### config.mk
export PLATFORM = sky130hd
export DESIGN_NAME = page_bitmap_allocator_flat
export DESIGN_NICKNAME = d
export VERILOG_FILES = /design/src/rtl/pba_pkg.sv /design/src/rtl/pba_req_if.sv /design/src/rtl/pba_rsp_if.sv /design/src/rtl/pba_ram.sv /design/src/rtl/pba_row_unit.sv /design/src/rtl/page_bitmap_allocator.sv /design/src/flat_wrapper.sv
export VERILOG_INCLUDE_DIRS = /design/src /design/src/rtl
export SDC_FILE = /design/constraint.sdc
export NUM_CORES = 2
export LEC_CHECK = 0
export BUFFER_PORTS_ARGS = -buffer_cell sky130_fd_sc_hd__buf_2
export CAP_MARGIN = 20
export CELL_PAD_IN_SITES_DETAIL_PLACEMENT = 1
export CELL_PAD_IN_SITES_GLOBAL_PLACEMENT = 1
export CORE_ASPECT_RATIO = 2
export CORE_MARGIN = 2
export CORE_UTILIZATION = 40
export DETAILED_ROUTE_END_ITERATION = 12
export GPL_ROUTABILITY_DRIVEN = 1
export GPL_TIMING_DRIVEN = 1
export PLACE_DENSITY = 0.61
export RECOVER_POWER = 100
export SLEW_MARGIN = 25
export SYNTH_ARGS = -nofsm -noshare
export SYNTH_HDL_FRONTEND = slang
export SYNTH_SLANG_ARGS = --single-unit
### constraint.sdc
create_clock -name clock -period 8.2 [get_ports clock]
set_input_delay 0.82 -clock clock [delete_from_list [all_inputs] [get_ports clock]]
set_output_delay 0.82 -clock clock [all_outputs]
set_load 0.01 [all_outputs]
### src/rtl/page_bitmap_allocator_assert.svh
// Assertion macros for the page bitmap allocator.
// Included by the top level, which checks its own logic; define ASSERT_OFF to drop them.
`ifndef PAGE_BITMAP_ALLOCATOR_ASSERT_SVH
`define PAGE_BITMAP_ALLOCATOR_ASSERT_SVH
`ifndef ASSERT_OFF
`define PBA_ASSERT_ALWAYS(label, clk, rst, cond, msg) \
   label: assert property (@(posedge clk) disable iff (rst) (cond)) else $error(msg);
`define PBA_ASSERT_IMPL(label, clk, rst, ante, cons, msg) \
   label: assert property (@(posedge clk) disable iff (rst) (ante) |-> (cons)) else $error(msg);
`define PBA_ASSERT_NEXT(label, clk, rst, ante, cons, msg) \
   label: assert property (@(posedge clk) disable iff (rst) (ante) |=> (cons)) else $error(msg);
`else
`define PBA_ASSERT_ALWAYS(label, clk, rst, cond, msg)
`define PBA_ASSERT_IMPL(label, clk, rst, ante, cons, msg)
`define PBA_ASSERT_NEXT(label, clk, rst, ante, cons, msg)
`endif
`endif

### src/rtl/pba_pkg.sv
// Package of the page bitmap allocator: sizes, codes, shared types and helpers.
// No dependencies; the row unit and the top level import it, the interfaces use its widths.
`default_nettype none

package pba_pkg;

   localparam int PAGE_TOTAL = 4096;
   localparam int PAGE_W     = $clog2(PAGE_TOTAL);
   localparam int CNT_W      = PAGE_W + 1;
   localparam int WORD_W     = 64;
   localparam int OFF_W      = $clog2(WORD_W);
   localparam int NUM_ROWS   = PAGE_TOTAL / WORD_W;
   localparam int ROW_W      = $clog2(NUM_ROWS);
   localparam int MODE_W     = 3;
   localparam int STATUS_W   = 2;
   localparam int CSR_IDX_W  = 1;

   localparam logic [CSR_IDX_W-1:0] CSR_BASE_PAGE  = 1'b0;
   localparam logic [CSR_IDX_W-1:0] CSR_POOL_PAGES = 1'b1;

   localparam logic [MODE_W-1:0] MODE_ALLOC     = 3'd0;
   localparam logic [MODE_W-1:0] MODE_FREE      = 3'd1;
   localparam logic [MODE_W-1:0] MODE_LOCK      = 3'd2;
   localparam logic [MODE_W-1:0] MODE_RESERVE   = 3'd3;
   localparam logic [MODE_W-1:0] MODE_UNRESERVE = 3'd4;

   typedef enum logic [STATUS_W-1:0] {
      STAT_OK    = 2'd0,
      STAT_OOM   = 2'd1,
      STAT_RANGE = 2'd2
   } pba_status_type;

   typedef enum logic [1:0] {
      S_IDLE,
      S_READ,
      S_EVAL,
      S_DONE
   } pba_state_type;

   typedef enum logic [1:0] {
      OP_ALLOC,
      OP_SET,
      OP_CLEAR
   } pba_op_type;

   // Control for one row pass of the shared row unit.
   typedef struct packed {
      pba_op_type       op;
      logic             is_first;
      logic             is_last;
      logic [OFF_W-1:0] lo_off;
      logic [OFF_W:0]   hi_off;   // 1..WORD_W
   } pba_row_ctl_type;

   typedef struct packed {
      logic              found;
      logic [OFF_W-1:0]  idx;
      logic [WORD_W-1:0] row_out;
   } pba_row_res_type;

   function automatic logic [CNT_W-1:0] sat_add(input logic [CNT_W-1:0] a,
                                                input logic [CNT_W-1:0] b);
      logic [CNT_W:0] sum;
      sum = {1'b0, a} + {1'b0, b};
      return (sum > (CNT_W+1)'(PAGE_TOTAL)) ? CNT_W'(PAGE_TOTAL) : sum[CNT_W-1:0];
   endfunction

   function automatic logic [CNT_W-1:0] sat_sub(input logic [CNT_W-1:0] a,
                                                input logic [CNT_W-1:0] b);
      return (b > a) ? '0 : a - b;
   endfunction

endpackage

`default_nettype wire

### src/rtl/pba_req_if.sv
// Request channel of the page bitmap allocator: valid/ready plus one item.
// Depends on pba_pkg for field widths.
`default_nettype none

interface pba_req_if;
   logic                             valid;
   logic                             ready;
   logic [pba_pkg::MODE_W-1:0]       mode;
   logic [pba_pkg::PAGE_W-1:0]       start_page;
   logic [pba_pkg::CNT_W-1:0]        page_count;

   modport source (output valid, mode, start_page, page_count, input ready);
   modport sink   (input valid, mode, start_page, page_count, output ready);
endinterface

`default_nettype wire

### src/rtl/pba_rsp_if.sv
// Response channel of the page bitmap allocator: valid/ready plus one result item.
// Depends on pba_pkg for field widths.
`default_nettype none

interface pba_rsp_if;
   logic                             valid;
   logic                             ready;
   logic [pba_pkg::PAGE_W-1:0]       alloc_page;
   logic [pba_pkg::STATUS_W-1:0]     status;
   logic [pba_pkg::CNT_W-1:0]        free_pages;
   logic [pba_pkg::CNT_W-1:0]        used_pages;
   logic [pba_pkg::CNT_W-1:0]        reserved_pages;

   modport source (output valid, alloc_page, status, free_pages, used_pages, reserved_pages,
                   input ready);
   modport sink   (input valid, alloc_page, status, free_pages, used_pages, reserved_pages,
                   output ready);
endinterface

`default_nettype wire

### src/rtl/pba_ram.sv
// Generic single-write, single-read RAM with registered read data.
// No dependencies.
`default_nettype none

module pba_ram #(
   parameter int WIDTH = 64,
   parameter int DEPTH = 64,
   localparam int ADDR_W = $clog2(DEPTH)
) (
   input  wire logic              clock,
   input  wire logic              wr_en,
   input  wire logic [ADDR_W-1:0] wr_addr,
   input  wire logic [WIDTH-1:0]  wr_data,
   input  wire logic              rd_en,
   input  wire logic [ADDR_W-1:0] rd_addr,
   output logic      [WIDTH-1:0]  rd_data
);

   logic [WIDTH-1:0] mem_ff [DEPTH];

   always_ff @(posedge clock) begin
      if (wr_en) begin
         mem_ff[wr_addr] <= wr_data;
      end
      if (rd_en) begin
         rd_data <= mem_ff[rd_addr];
      end
   end

endmodule

`default_nettype wire

### src/rtl/pba_row_unit.sv
// Shared row unit: builds the page mask of one bitmap row, finds the first
// clear page under it and forms the updated row. Depends on pba_pkg.
`default_nettype none

module pba_row_unit (
   input  wire pba_pkg::pba_row_ctl_type     ctl,
   input  wire logic [pba_pkg::WORD_W-1:0]   row_in,
   output pba_pkg::pba_row_res_type          res
);
   import pba_pkg::*;

   logic [OFF_W-1:0]  lo_off;
   logic [OFF_W:0]    hi_off;
   logic [WORD_W-1:0] mask;
   logic [WORD_W-1:0] cand;
   logic [WORD_W-1:0] lowest;
   logic [OFF_W-1:0]  idx;

   always_comb begin
      lo_off = ctl.is_first ? ctl.lo_off : '0;
      hi_off = ctl.is_last ? ctl.hi_off : (OFF_W+1)'(WORD_W);
      // A shift by the full word width leaves zero, so the upper mask opens fully.
      mask   = ({WORD_W{1'b1}} << lo_off) & ~({WORD_W{1'b1}} << hi_off);
      cand   = ~row_in & mask;
      lowest = cand & (~cand + WORD_W'(1));
      idx    = '0;
      for (int j = 0; j < WORD_W; j++) begin
         if (lowest[j]) begin
            idx = idx | OFF_W'(j);
         end
      end
      res.found = |cand;
      res.idx   = idx;
      case (ctl.op)
         OP_ALLOC: res.row_out = row_in | lowest;
         OP_SET:   res.row_out = row_in | mask;
         default:  res.row_out = row_in & ~mask;
      endcase
   end

endmodule

`default_nettype wire

### src/rtl/page_bitmap_allocator.sv
// Page bitmap allocator top level: sequencer, page counters, config registers,
// bitmap RAM and row unit. Depends on pba_pkg, pba_req_if, pba_rsp_if, pba_ram,
// pba_row_unit and page_bitmap_allocator_assert.svh.
//
//   channel  | dir | handshake          | payload
//   ---------+-----+--------------------+-------------------------------------------
//   req_ch   | in  | valid/ready        | mode, start_page, page_count
//   rsp_ch   | out | valid/ready        | alloc_page, status, free/used/reserved_pages
//   csr_*    | in  | csr_wr_en strobe   | csr_index, csr_wr_data (base_page, pool_pages)
//
// The bitmap lives in a RAM of 64 rows of 64 pages; every row visited passes a read
// state, then a check and write-back state, through the one shared row unit.
// An item goes through read and check for each row scanned by allocate or touched by
// a range, then to done; refused, empty and unknown items go straight to done.
// Reset is synchronous; one valid bit per row makes unwritten rows read as clear,
// so there is no clearing pass and the block is ready right after reset.
// The result sits in an output register; a stalled result holds the finished item
// in its done state, and the block accepts no next item while it waits.
`default_nettype none
`include "page_bitmap_allocator_assert.svh"

module page_bitmap_allocator (
   input  wire logic                              clock,
   input  wire logic                              reset,
   pba_req_if.sink                                req_ch,
   pba_rsp_if.source                              rsp_ch,
   input  wire logic                              csr_wr_en,
   input  wire logic [pba_pkg::CSR_IDX_W-1:0]     csr_index,
   input  wire logic [pba_pkg::CNT_W-1:0]         csr_wr_data
);
   import pba_pkg::*;

   // control state
   pba_state_type       state_ff, state_in;
   logic                rsp_valid_ff, rsp_valid_in;
   logic [NUM_ROWS-1:0] row_vld_ff, row_vld_in;
   logic [CNT_W-1:0]    free_ff, free_in;
   logic [CNT_W-1:0]    used_ff, used_in;
   logic [CNT_W-1:0]    rsvd_ff, rsvd_in;
   logic [PAGE_W-1:0]   base_ff;
   logic [CNT_W-1:0]    pool_ff;

   // per-item working registers
   pba_op_type          op_ff, op_in;
   logic [MODE_W-1:0]   mode_ff, mode_in;
   logic [ROW_W-1:0]    row_ff, row_in;
   logic [ROW_W-1:0]    first_row_ff, first_row_in;
   logic [ROW_W-1:0]    last_row_ff, last_row_in;
   logic [OFF_W-1:0]    lo_off_ff, lo_off_in;
   logic [OFF_W:0]      hi_off_ff, hi_off_in;
   logic [CNT_W-1:0]    amount_ff, amount_in;
   logic                apply_ff, apply_in;
   pba_status_type      status_ff, status_in;
   logic [PAGE_W-1:0]   grant_ff, grant_in;

   // result register
   logic [PAGE_W-1:0]   rsp_page_ff, rsp_page_in;
   pba_status_type      rsp_status_ff, rsp_status_in;
   logic [CNT_W-1:0]    rsp_free_ff, rsp_free_in;
   logic [CNT_W-1:0]    rsp_used_ff, rsp_used_in;
   logic [CNT_W-1:0]    rsp_rsvd_ff, rsp_rsvd_in;

   // item decode at accept
   logic                acc_alloc;
   logic                acc_range;
   logic [CNT_W:0]      acc_end;
   logic                acc_over;
   logic [PAGE_W-1:0]   acc_lo;
   logic [CNT_W-1:0]    acc_hi;
   logic [CNT_W-1:0]    acc_hi_m1;
   logic                acc_empty;

   // RAM and row unit
   logic                ram_we;
   logic                ram_re;
   logic [WORD_W-1:0]   ram_rdata;
   logic [WORD_W-1:0]   row_data;
   pba_row_ctl_type     row_ctl;
   pba_row_res_type     row_res;

   logic                req_ready;
   logic                rsp_load;

   assign req_ch.ready          = req_ready;
   assign rsp_ch.valid          = rsp_valid_ff;
   assign rsp_ch.alloc_page     = rsp_page_ff;
   assign rsp_ch.status         = rsp_status_ff;
   assign rsp_ch.free_pages     = rsp_free_ff;
   assign rsp_ch.used_pages     = rsp_used_ff;
   assign rsp_ch.reserved_pages = rsp_rsvd_ff;

   // Decode the offered item: page window [acc_lo, acc_hi) and its row bounds.
   always_comb begin
      acc_alloc = (req_ch.mode == MODE_ALLOC);
      acc_range = (req_ch.mode >= MODE_FREE) && (req_ch.mode <= MODE_UNRESERVE);
      acc_lo    = acc_alloc ? base_ff : req_ch.start_page;
      acc_end   = acc_alloc ? ({2'b00, base_ff} + {1'b0, pool_ff})
                            : ({2'b00, req_ch.start_page} + {1'b0, req_ch.page_count});
      acc_over  = (acc_end > (CNT_W+1)'(PAGE_TOTAL));
      // Clip the allocate window at the end of the bitmap.
      acc_hi    = (acc_alloc && acc_over) ? CNT_W'(PAGE_TOTAL) : acc_end[CNT_W-1:0];
      acc_empty = (acc_hi <= {1'b0, acc_lo});
      acc_hi_m1 = acc_hi - CNT_W'(1);
   end

   assign row_data          = row_vld_ff[row_ff] ? ram_rdata : '0;
   assign row_ctl.op        = op_ff;
   assign row_ctl.is_first  = (row_ff == first_row_ff);
   assign row_ctl.is_last   = (row_ff == last_row_ff);
   assign row_ctl.lo_off    = lo_off_ff;
   assign row_ctl.hi_off    = hi_off_ff;

   pba_row_unit u_row_unit (
      .ctl    (row_ctl),
      .row_in (row_data),
      .res    (row_res)
   );

   pba_ram #(
      .WIDTH (WORD_W),
      .DEPTH (NUM_ROWS)
   ) u_bitmap (
      .clock   (clock),
      .wr_en   (ram_we),
      .wr_addr (row_ff),
      .wr_data (row_res.row_out),
      .rd_en   (ram_re),
      .rd_addr (row_ff),
      .rd_data (ram_rdata)
   );

   // Sequencer: next state and outputs.
   always_comb begin
      state_in      = state_ff;
      op_in         = op_ff;
      mode_in       = mode_ff;
      row_in        = row_ff;
      first_row_in  = first_row_ff;
      last_row_in   = last_row_ff;
      lo_off_in     = lo_off_ff;
      hi_off_in     = hi_off_ff;
      amount_in     = amount_ff;
      apply_in      = apply_ff;
      status_in     = status_ff;
      grant_in      = grant_ff;
      row_vld_in    = row_vld_ff;
      free_in       = free_ff;
      used_in       = used_ff;
      rsvd_in       = rsvd_ff;
      req_ready     = 1'b0;
      ram_we        = 1'b0;
      ram_re        = 1'b0;
      rsp_load      = 1'b0;

      unique case (state_ff)
         S_IDLE: begin
            req_ready = 1'b1;
            if (req_ch.valid) begin
               mode_in      = req_ch.mode;
               grant_in     = '0;
               apply_in     = 1'b0;
               status_in    = STAT_OK;
               row_in       = acc_lo[PAGE_W-1 -: ROW_W];
               first_row_in = acc_lo[PAGE_W-1 -: ROW_W];
               last_row_in  = acc_hi_m1[PAGE_W-1 -: ROW_W];
               lo_off_in    = acc_lo[OFF_W-1:0];
               hi_off_in    = {1'b0, acc_hi_m1[OFF_W-1:0]} + (OFF_W+1)'(1);
               amount_in    = acc_alloc ? CNT_W'(1) : req_ch.page_count;
               state_in     = S_DONE;
               if (acc_alloc) begin
                  op_in = OP_ALLOC;
                  if (acc_empty) begin
                     status_in = STAT_OOM;
                  end else begin
                     state_in = S_READ;
                  end
               end else if (acc_range) begin
                  op_in = ((req_ch.mode == MODE_LOCK) || (req_ch.mode == MODE_RESERVE))
                          ? OP_SET : OP_CLEAR;
                  if (acc_over) begin
                     status_in = STAT_RANGE;
                  end else if (!acc_empty) begin
                     state_in = S_READ;
                  end
               end
            end
         end

         S_READ: begin
            ram_re   = 1'b1;
            state_in = S_EVAL;
         end

         S_EVAL: begin
            ram_we = (op_ff != OP_ALLOC) || row_res.found;
            if (ram_we) begin
               row_vld_in[row_ff] = 1'b1;
            end
            if (op_ff == OP_ALLOC) begin
               if (row_res.found) begin
                  grant_in = {row_ff, row_res.idx};
                  apply_in = 1'b1;
                  state_in = S_DONE;
               end else if (row_ctl.is_last) begin
                  status_in = STAT_OOM;
                  state_in  = S_DONE;
               end else begin
                  row_in   = row_ff + ROW_W'(1);
                  state_in = S_READ;
               end
            end else if (row_ctl.is_last) begin
               apply_in = 1'b1;
               state_in = S_DONE;
            end else begin
               row_in   = row_ff + ROW_W'(1);
               state_in = S_READ;
            end
         end

         S_DONE: begin
            // Hold until the result register is free.
            if (!rsp_valid_ff || rsp_ch.ready) begin
               rsp_load = 1'b1;
               state_in = S_IDLE;
               if (apply_ff) begin
                  case (mode_ff) inside
                     MODE_ALLOC, MODE_LOCK: begin
                        free_in = sat_sub(free_ff, amount_ff);
                        used_in = sat_add(used_ff, amount_ff);
                     end
                     MODE_FREE: begin
                        free_in = sat_add(free_ff, amount_ff);
                        used_in = sat_sub(used_ff, amount_ff);
                     end
                     MODE_RESERVE: begin
                        free_in = sat_sub(free_ff, amount_ff);
                        rsvd_in = sat_add(rsvd_ff, amount_ff);
                     end
                     MODE_UNRESERVE: begin
                        free_in = sat_add(free_ff, amount_ff);
                        rsvd_in = sat_sub(rsvd_ff, amount_ff);
                     end
                     default: begin
                        free_in = free_ff;
                     end
                  endcase
               end
            end
         end

         default: begin
            state_in = S_IDLE;
         end
      endcase
   end

   // Result register: load on completion, drop once taken.
   always_comb begin
      rsp_valid_in  = rsp_valid_ff;
      rsp_page_in   = rsp_page_ff;
      rsp_status_in = rsp_status_ff;
      rsp_free_in   = rsp_free_ff;
      rsp_used_in   = rsp_used_ff;
      rsp_rsvd_in   = rsp_rsvd_ff;
      if (rsp_load) begin
         rsp_valid_in  = 1'b1;
         rsp_page_in   = grant_ff;
         rsp_status_in = status_ff;
         rsp_free_in   = free_in;
         rsp_used_in   = used_in;
         rsp_rsvd_in   = rsvd_in;
      end else if (rsp_valid_ff && rsp_ch.ready) begin
         rsp_valid_in = 1'b0;
      end
   end

   always_ff @(posedge clock) begin
      if (reset) begin
         state_ff     <= S_IDLE;
         rsp_valid_ff <= 1'b0;
         row_vld_ff   <= '0;
         free_ff      <= CNT_W'(PAGE_TOTAL);
         used_ff      <= '0;
         rsvd_ff      <= '0;
         base_ff      <= '0;
         pool_ff      <= CNT_W'(PAGE_TOTAL);
      end else begin
         state_ff     <= state_in;
         rsp_valid_ff <= rsp_valid_in;
         row_vld_ff   <= row_vld_in;
         free_ff      <= free_in;
         used_ff      <= used_in;
         rsvd_ff      <= rsvd_in;
         if (csr_wr_en) begin
            unique case (csr_index)
               CSR_BASE_PAGE:  base_ff <= csr_wr_data[PAGE_W-1:0];
               CSR_POOL_PAGES: pool_ff <= csr_wr_data;
               default:        base_ff <= base_ff;
            endcase
         end
      end
   end

   always_ff @(posedge clock) begin
      op_ff         <= op_in;
      mode_ff       <= mode_in;
      row_ff        <= row_in;
      first_row_ff  <= first_row_in;
      last_row_ff   <= last_row_in;
      lo_off_ff     <= lo_off_in;
      hi_off_ff     <= hi_off_in;
      amount_ff     <= amount_in;
      apply_ff      <= apply_in;
      status_ff     <= status_in;
      grant_ff      <= grant_in;
      rsp_page_ff   <= rsp_page_in;
      rsp_status_ff <= rsp_status_in;
      rsp_free_ff   <= rsp_free_in;
      rsp_used_ff   <= rsp_used_in;
      rsp_rsvd_ff   <= rsp_rsvd_in;
   end

   `PBA_ASSERT_ALWAYS(a_counter_bound, clock, reset,
      (free_ff <= CNT_W'(PAGE_TOTAL)) && (used_ff <= CNT_W'(PAGE_TOTAL))
      && (rsvd_ff <= CNT_W'(PAGE_TOTAL)), "page counter above page count")
   `PBA_ASSERT_NEXT(a_busy_after_accept, clock, reset, req_ch.valid && req_ch.ready,
      !req_ch.ready, "item accepted while busy")
   `PBA_ASSERT_IMPL(a_row_in_window, clock, reset, state_ff == S_EVAL,
      (row_ff >= first_row_ff) && (row_ff <= last_row_ff), "row pass outside page window")
   `PBA_ASSERT_IMPL(a_result_from_done, clock, reset, $rose(rsp_valid_ff),
      $past(state_ff == S_DONE), "result loaded outside completion")

endmodule

`default_nettype wire
### src/flat_wrapper.sv
// flat-port wrapper written by rule: the top's interface ports become plain ports
module page_bitmap_allocator_flat import pba_pkg::*;
  (clock, reset, csr_wr_en, csr_index, csr_wr_data, req_ch_valid, req_ch_mode, req_ch_start_page, req_ch_page_count, req_ch_ready, rsp_ch_valid, rsp_ch_alloc_page, rsp_ch_status, rsp_ch_free_pages, rsp_ch_used_pages, rsp_ch_reserved_pages, rsp_ch_ready);
  pba_req_if req_ch_i ();
  pba_rsp_if rsp_ch_i ();
  input  wire logic clock;
  input  wire logic reset;
  input  wire logic csr_wr_en;
  input  wire logic [pba_pkg::CSR_IDX_W-1:0] csr_index;
  input  wire logic [pba_pkg::CNT_W-1:0] csr_wr_data;
  input wire logic [$bits(req_ch_i.valid)-1:0] req_ch_valid;
  input wire logic [$bits(req_ch_i.mode)-1:0] req_ch_mode;
  input wire logic [$bits(req_ch_i.start_page)-1:0] req_ch_start_page;
  input wire logic [$bits(req_ch_i.page_count)-1:0] req_ch_page_count;
  output wire logic [$bits(req_ch_i.ready)-1:0] req_ch_ready;
  output wire logic [$bits(rsp_ch_i.valid)-1:0] rsp_ch_valid;
  output wire logic [$bits(rsp_ch_i.alloc_page)-1:0] rsp_ch_alloc_page;
  output wire logic [$bits(rsp_ch_i.status)-1:0] rsp_ch_status;
  output wire logic [$bits(rsp_ch_i.free_pages)-1:0] rsp_ch_free_pages;
  output wire logic [$bits(rsp_ch_i.used_pages)-1:0] rsp_ch_used_pages;
  output wire logic [$bits(rsp_ch_i.reserved_pages)-1:0] rsp_ch_reserved_pages;
  input wire logic [$bits(rsp_ch_i.ready)-1:0] rsp_ch_ready;
  assign req_ch_i.valid = req_ch_valid;
  assign req_ch_i.mode = req_ch_mode;
  assign req_ch_i.start_page = req_ch_start_page;
  assign req_ch_i.page_count = req_ch_page_count;
  assign req_ch_ready = req_ch_i.ready;
  assign rsp_ch_valid = rsp_ch_i.valid;
  assign rsp_ch_alloc_page = rsp_ch_i.alloc_page;
  assign rsp_ch_status = rsp_ch_i.status;
  assign rsp_ch_free_pages = rsp_ch_i.free_pages;
  assign rsp_ch_used_pages = rsp_ch_i.used_pages;
  assign rsp_ch_reserved_pages = rsp_ch_i.reserved_pages;
  assign rsp_ch_i.ready = rsp_ch_ready;
  page_bitmap_allocator u_core (.clock(clock), .reset(reset), .req_ch(req_ch_i), .rsp_ch(rsp_ch_i), .csr_wr_en(csr_wr_en), .csr_index(csr_index), .csr_wr_data(csr_wr_data));
endmodule
==> summary.md <==
| Metric | Value |
|---|---|
| Status | finished with violations |
| Failing checks | capacitance limit, slew limit |
| Netlist cell types | 107 |
| Hpwl dp | 384500 µm |
| Power, Total | 0.05126 W |
| I/O pin cnt | 102 |
| Gr ovfl total | 0 |
| EDFF count, synth | 4277 |
| CTS tree | built |
| Worst Setup Start Kind | register |
| Slew HR | -1.573 |
| Row count | 339 |
| Power density cells | 266.9 nW/µm² |
| Top cell type's share of synthesized area | 0.7540 |
| Fin area | 192100 µm² |
| Longest Clk Path Bufs | 4 |
| Max reg flops | 4096 |
| Initial drt markers | 14240 |
| Detail Route Antenna Nets | 0 |
| Worst path required time | 8.94 ns |
| Core area | 425000 µm² |
| Vias post-DR | 108400 |
| Initial antenna violation count | 36 |
| Clock root cell | clkbuf_16 |
| Slew @ Worst Pin | 3.860 ns |
| Max FO, Critical Path | 57 |
| Overall Global Routing Usage | 0.2953 |
| Mean Syn Cell Area | 16.29 µm² |
| Largest net degree at the start of global routing | 87 |
| Die ar. | 431400 µm² |
| Worst-path clk slew | 0.07 ns |
| Hold Path Class | in2reg |
| Crit end category | register |
| Layout cells sized above 1 | 0.1085 |
| Pre-CTS setup slack | 0.4888 ns |
| Ys flop type | edfxtp_1 |
| Peak Freq | 126.2 MHz |
| Routed vias/inst | 6.505 |
| Asr flop ratio synth | 0 |
| Final WL | 654700 µm |
| Port-buffer cells | 101 |
| Static leakage power | 59.38 nW |
| Critical Path AT | 8.67 ns |
| Synth area leader | edfxtp_1 |
| CTS HTree Levels | 5 |
| Area post-placement | 180400 µm² |
| Setup TNS | 0 ns |
| Final hold vios | 0 |
| Total DRC errors in the routed layout | 0 |
| Setup violators final | 0 |
| Die width | 465.4 µm |
| Most flop-heavy register | u_core.u_bitmap.mem_ff |
| Clk_lat worst skew | 1.00 ns |
| CTS buffer count | 398 |
| First-pass GRT wire length | 898600 µm |
| Fin. max-slew vios | 3017 |
| Biggest regs | u_core.u_bitmap.mem_ff (4096), u_core.row_vld_ff (64), u_core.u_bitmap.rd_data (64) |
| Final Critical Period | 7.925 ns |
| Warnings from Yosys | 0 |
| Post-Syn Area | 170300 µm² |
| Drt wl/cell | 39.28 µm |
| Resized cells post-CTS | 0 |
| Vias in the first global route | 108400 |
| Final #Nets | 10870 |
| GP Congestion | 1.004 |
| Final worst path period share | 0.9664 |
| Clock Sinks | 4408 |
| Initial Utilization | 0.4008 |
| Register bit count reported by yosys | 4408 |
| Syn nets | 10620 |
| Max Cap Viol | 68 |
| Drt first pass iters | 6 |
| Cts hold-fix bufs | 0 |
| RSZ-0062 raised after global routing | no |
| Final Worst Setup Slack | 0.2753 ns |
| WS Path Type | reg2reg |
| Layout area overhead | 12.77% |
| Register area share after synthesis | 0.7694 |
| Final Util | 0.4519 |
| Peak VDD IR | 0.2719 mV |
| Die height | 926.8 µm |
| Final setup skew | 0.09662 ns |
| Synth area leaders | edfxtp_1 75%, a22oi_1 6.8%, dfxtp_1 1.5% |
| Post-Syn Instances | 10450 |
| Postcts setup bufs | 0 |
[per-layer routing]
| metal | part of all wire | vias up | GRT usage |
|---|---|---|---|
| met4 | 0.055 | 22 | 0.1328 |
| met5 | 0.00021 | - | 0 |
| met1 | 0.38 | 57430 | 0.3860 |
| li1 | - | 43880 | - |
| met3 | 0.080 | 1290 | 0.04489 |
| met2 | 0.48 | 5821 | 0.4863 |
[final timing paths]
| kind | slack (ns) | cells after the start | end | start |
|---|---|---|---|---|
| max | 0.28 | 8 | u_core.u_bitmap.rd_data[45]$_DFFE_PP_ | u_core.row_ff[1]$_DFFE_PP_ |
| min | 0.15 | 3 | u_core.pool_ff[0]$_SDFFE_PP0P_ | csr_wr_data[0] |
| max reg2reg | 0.28 | 8 | u_core.u_bitmap.rd_data[45]$_DFFE_PP_ | u_core.row_ff[1]$_DFFE_PP_ |
| min reg2reg | 0.41 | 0 | u_core.rsp_ch.alloc_page[9]$_DFFE_PP_ | u_core.grant_ff[9]$_SDFFCE_PN0P_ |
[placed cells by master, fill, tap and decap left out, types with 31 or more instances in the layout]
| master | n |
|---|---|
| edfxtp_1 | 4277 |
| a22oi_1 | 1523 |
| a21oi_1 | 500 |
| clkbuf_16 | 402 |
| nor2_1 | 322 |
| a221oi_1 | 295 |
| a22o_1 | 284 |
| nand2_1 | 269 |
| a31oi_1 | 227 |
| buf_4 | 226 |
| nand4_1 | 205 |
| clkbuf_1 | 177 |
| nand3_1 | 165 |
| o21ai_0 | 159 |
| dfxtp_1 | 131 |
| ha_1 | 116 |
| inv_1 | 114 |
| a41oi_1 | 106 |
| nor3_1 | 87 |
| clkbuf_2 | 86 |
| clkinv_1 | 84 |
| clkinv_2 | 74 |
| nor4_1 | 63 |
| xnor2_1 | 61 |
| buf_12 | 49 |
| nor2b_1 | 47 |
| buf_2 | 47 |
| nor2_4 | 43 |
| o22ai_1 | 40 |
| bufinv_16 | 39 |
| a21o_1 | 31 |
[cell families after synthesis]
kind of cell    after synthesis  share of synthesized area
flops                      4408                     0.7694
compound gates             3512                     0.1500
simple gates               1482                    0.04530
buf+inv                     802                    0.01841
fa+ha+maj                   124                   0.009462
xor+xnor                     84                   0.004474
mux                          41                   0.002902
[final cells by class]
| class | count | area, µm² |
|---|---|---|
| Fill cell | 40870 | 232900 |
| Sequential cell | 4408 | 131100 |
| Inverter | 116 | 435.4 |
| Clock inverter | 253 | 2416 |
| Timing Repair Buffer | 536 | 3958 |
| Clock buffer | 472 | 10330 |
| Tap cell | 5626 | 7039 |
| Antenna cell | 16 | 40.04 |
| Multi-Input combinational cell | 5243 | 36790 |
[where the power goes]
group | internal, W | switching [W] | leakage (nW) | total, W
logic | 0.00160 | 0.00510 | 13.0 | 0.00670
clock network | 0.0103 | 0.00856 | 6.19 | 0.0188
registers | 0.0255 | 0.000257 | 40.2 | 0.0257
[cell usage after synthesis, types with 23 or more instances]
cell      number
mux2i_1       28
nand3_1      168
a41oi_1      107
o21ai_0      166
or3_1         23
a22o_1       284
nor4_1        62
dfxtp_1      131
a21o_1        31
o22ai_1       42
nor2_1       363
and3_1        28
nand4_1      203
clkbuf_1     575
nor3_1        93
xnor2_1       60
nand2_1      273
edfxtp_1    4277
a22oi_1     1537
buf_1         77
and2_1        46
nor2b_1       47
inv_1        115
ha_1         116
a21oi_1      507
nand2b_1      27
a221oi_1     295
a31oi_1      228
or2_2         26
[through the flow]
stage                     std cells  hold WS (ns)
after floorplan               10450        0.4003
after global placement        15920        0.4021
after detailed placement      15930        0.4057
after CTS                     16650       0.05804
after global routing          16660        0.1245
final                         16670        0.1491
[critical path: stages (launching register included)]
cell	delay (ns)
edfxtp_1	0.75
inv_1	0.50
and3_1	2.33
clkbuf_2	1.91
buf_4	0.55
a22oi_1	0.16
a41oi_1	0.94
a21oi_1	0.08
nand4_1	0.40
Note: power is estimated with default switching activity, not from simulation.
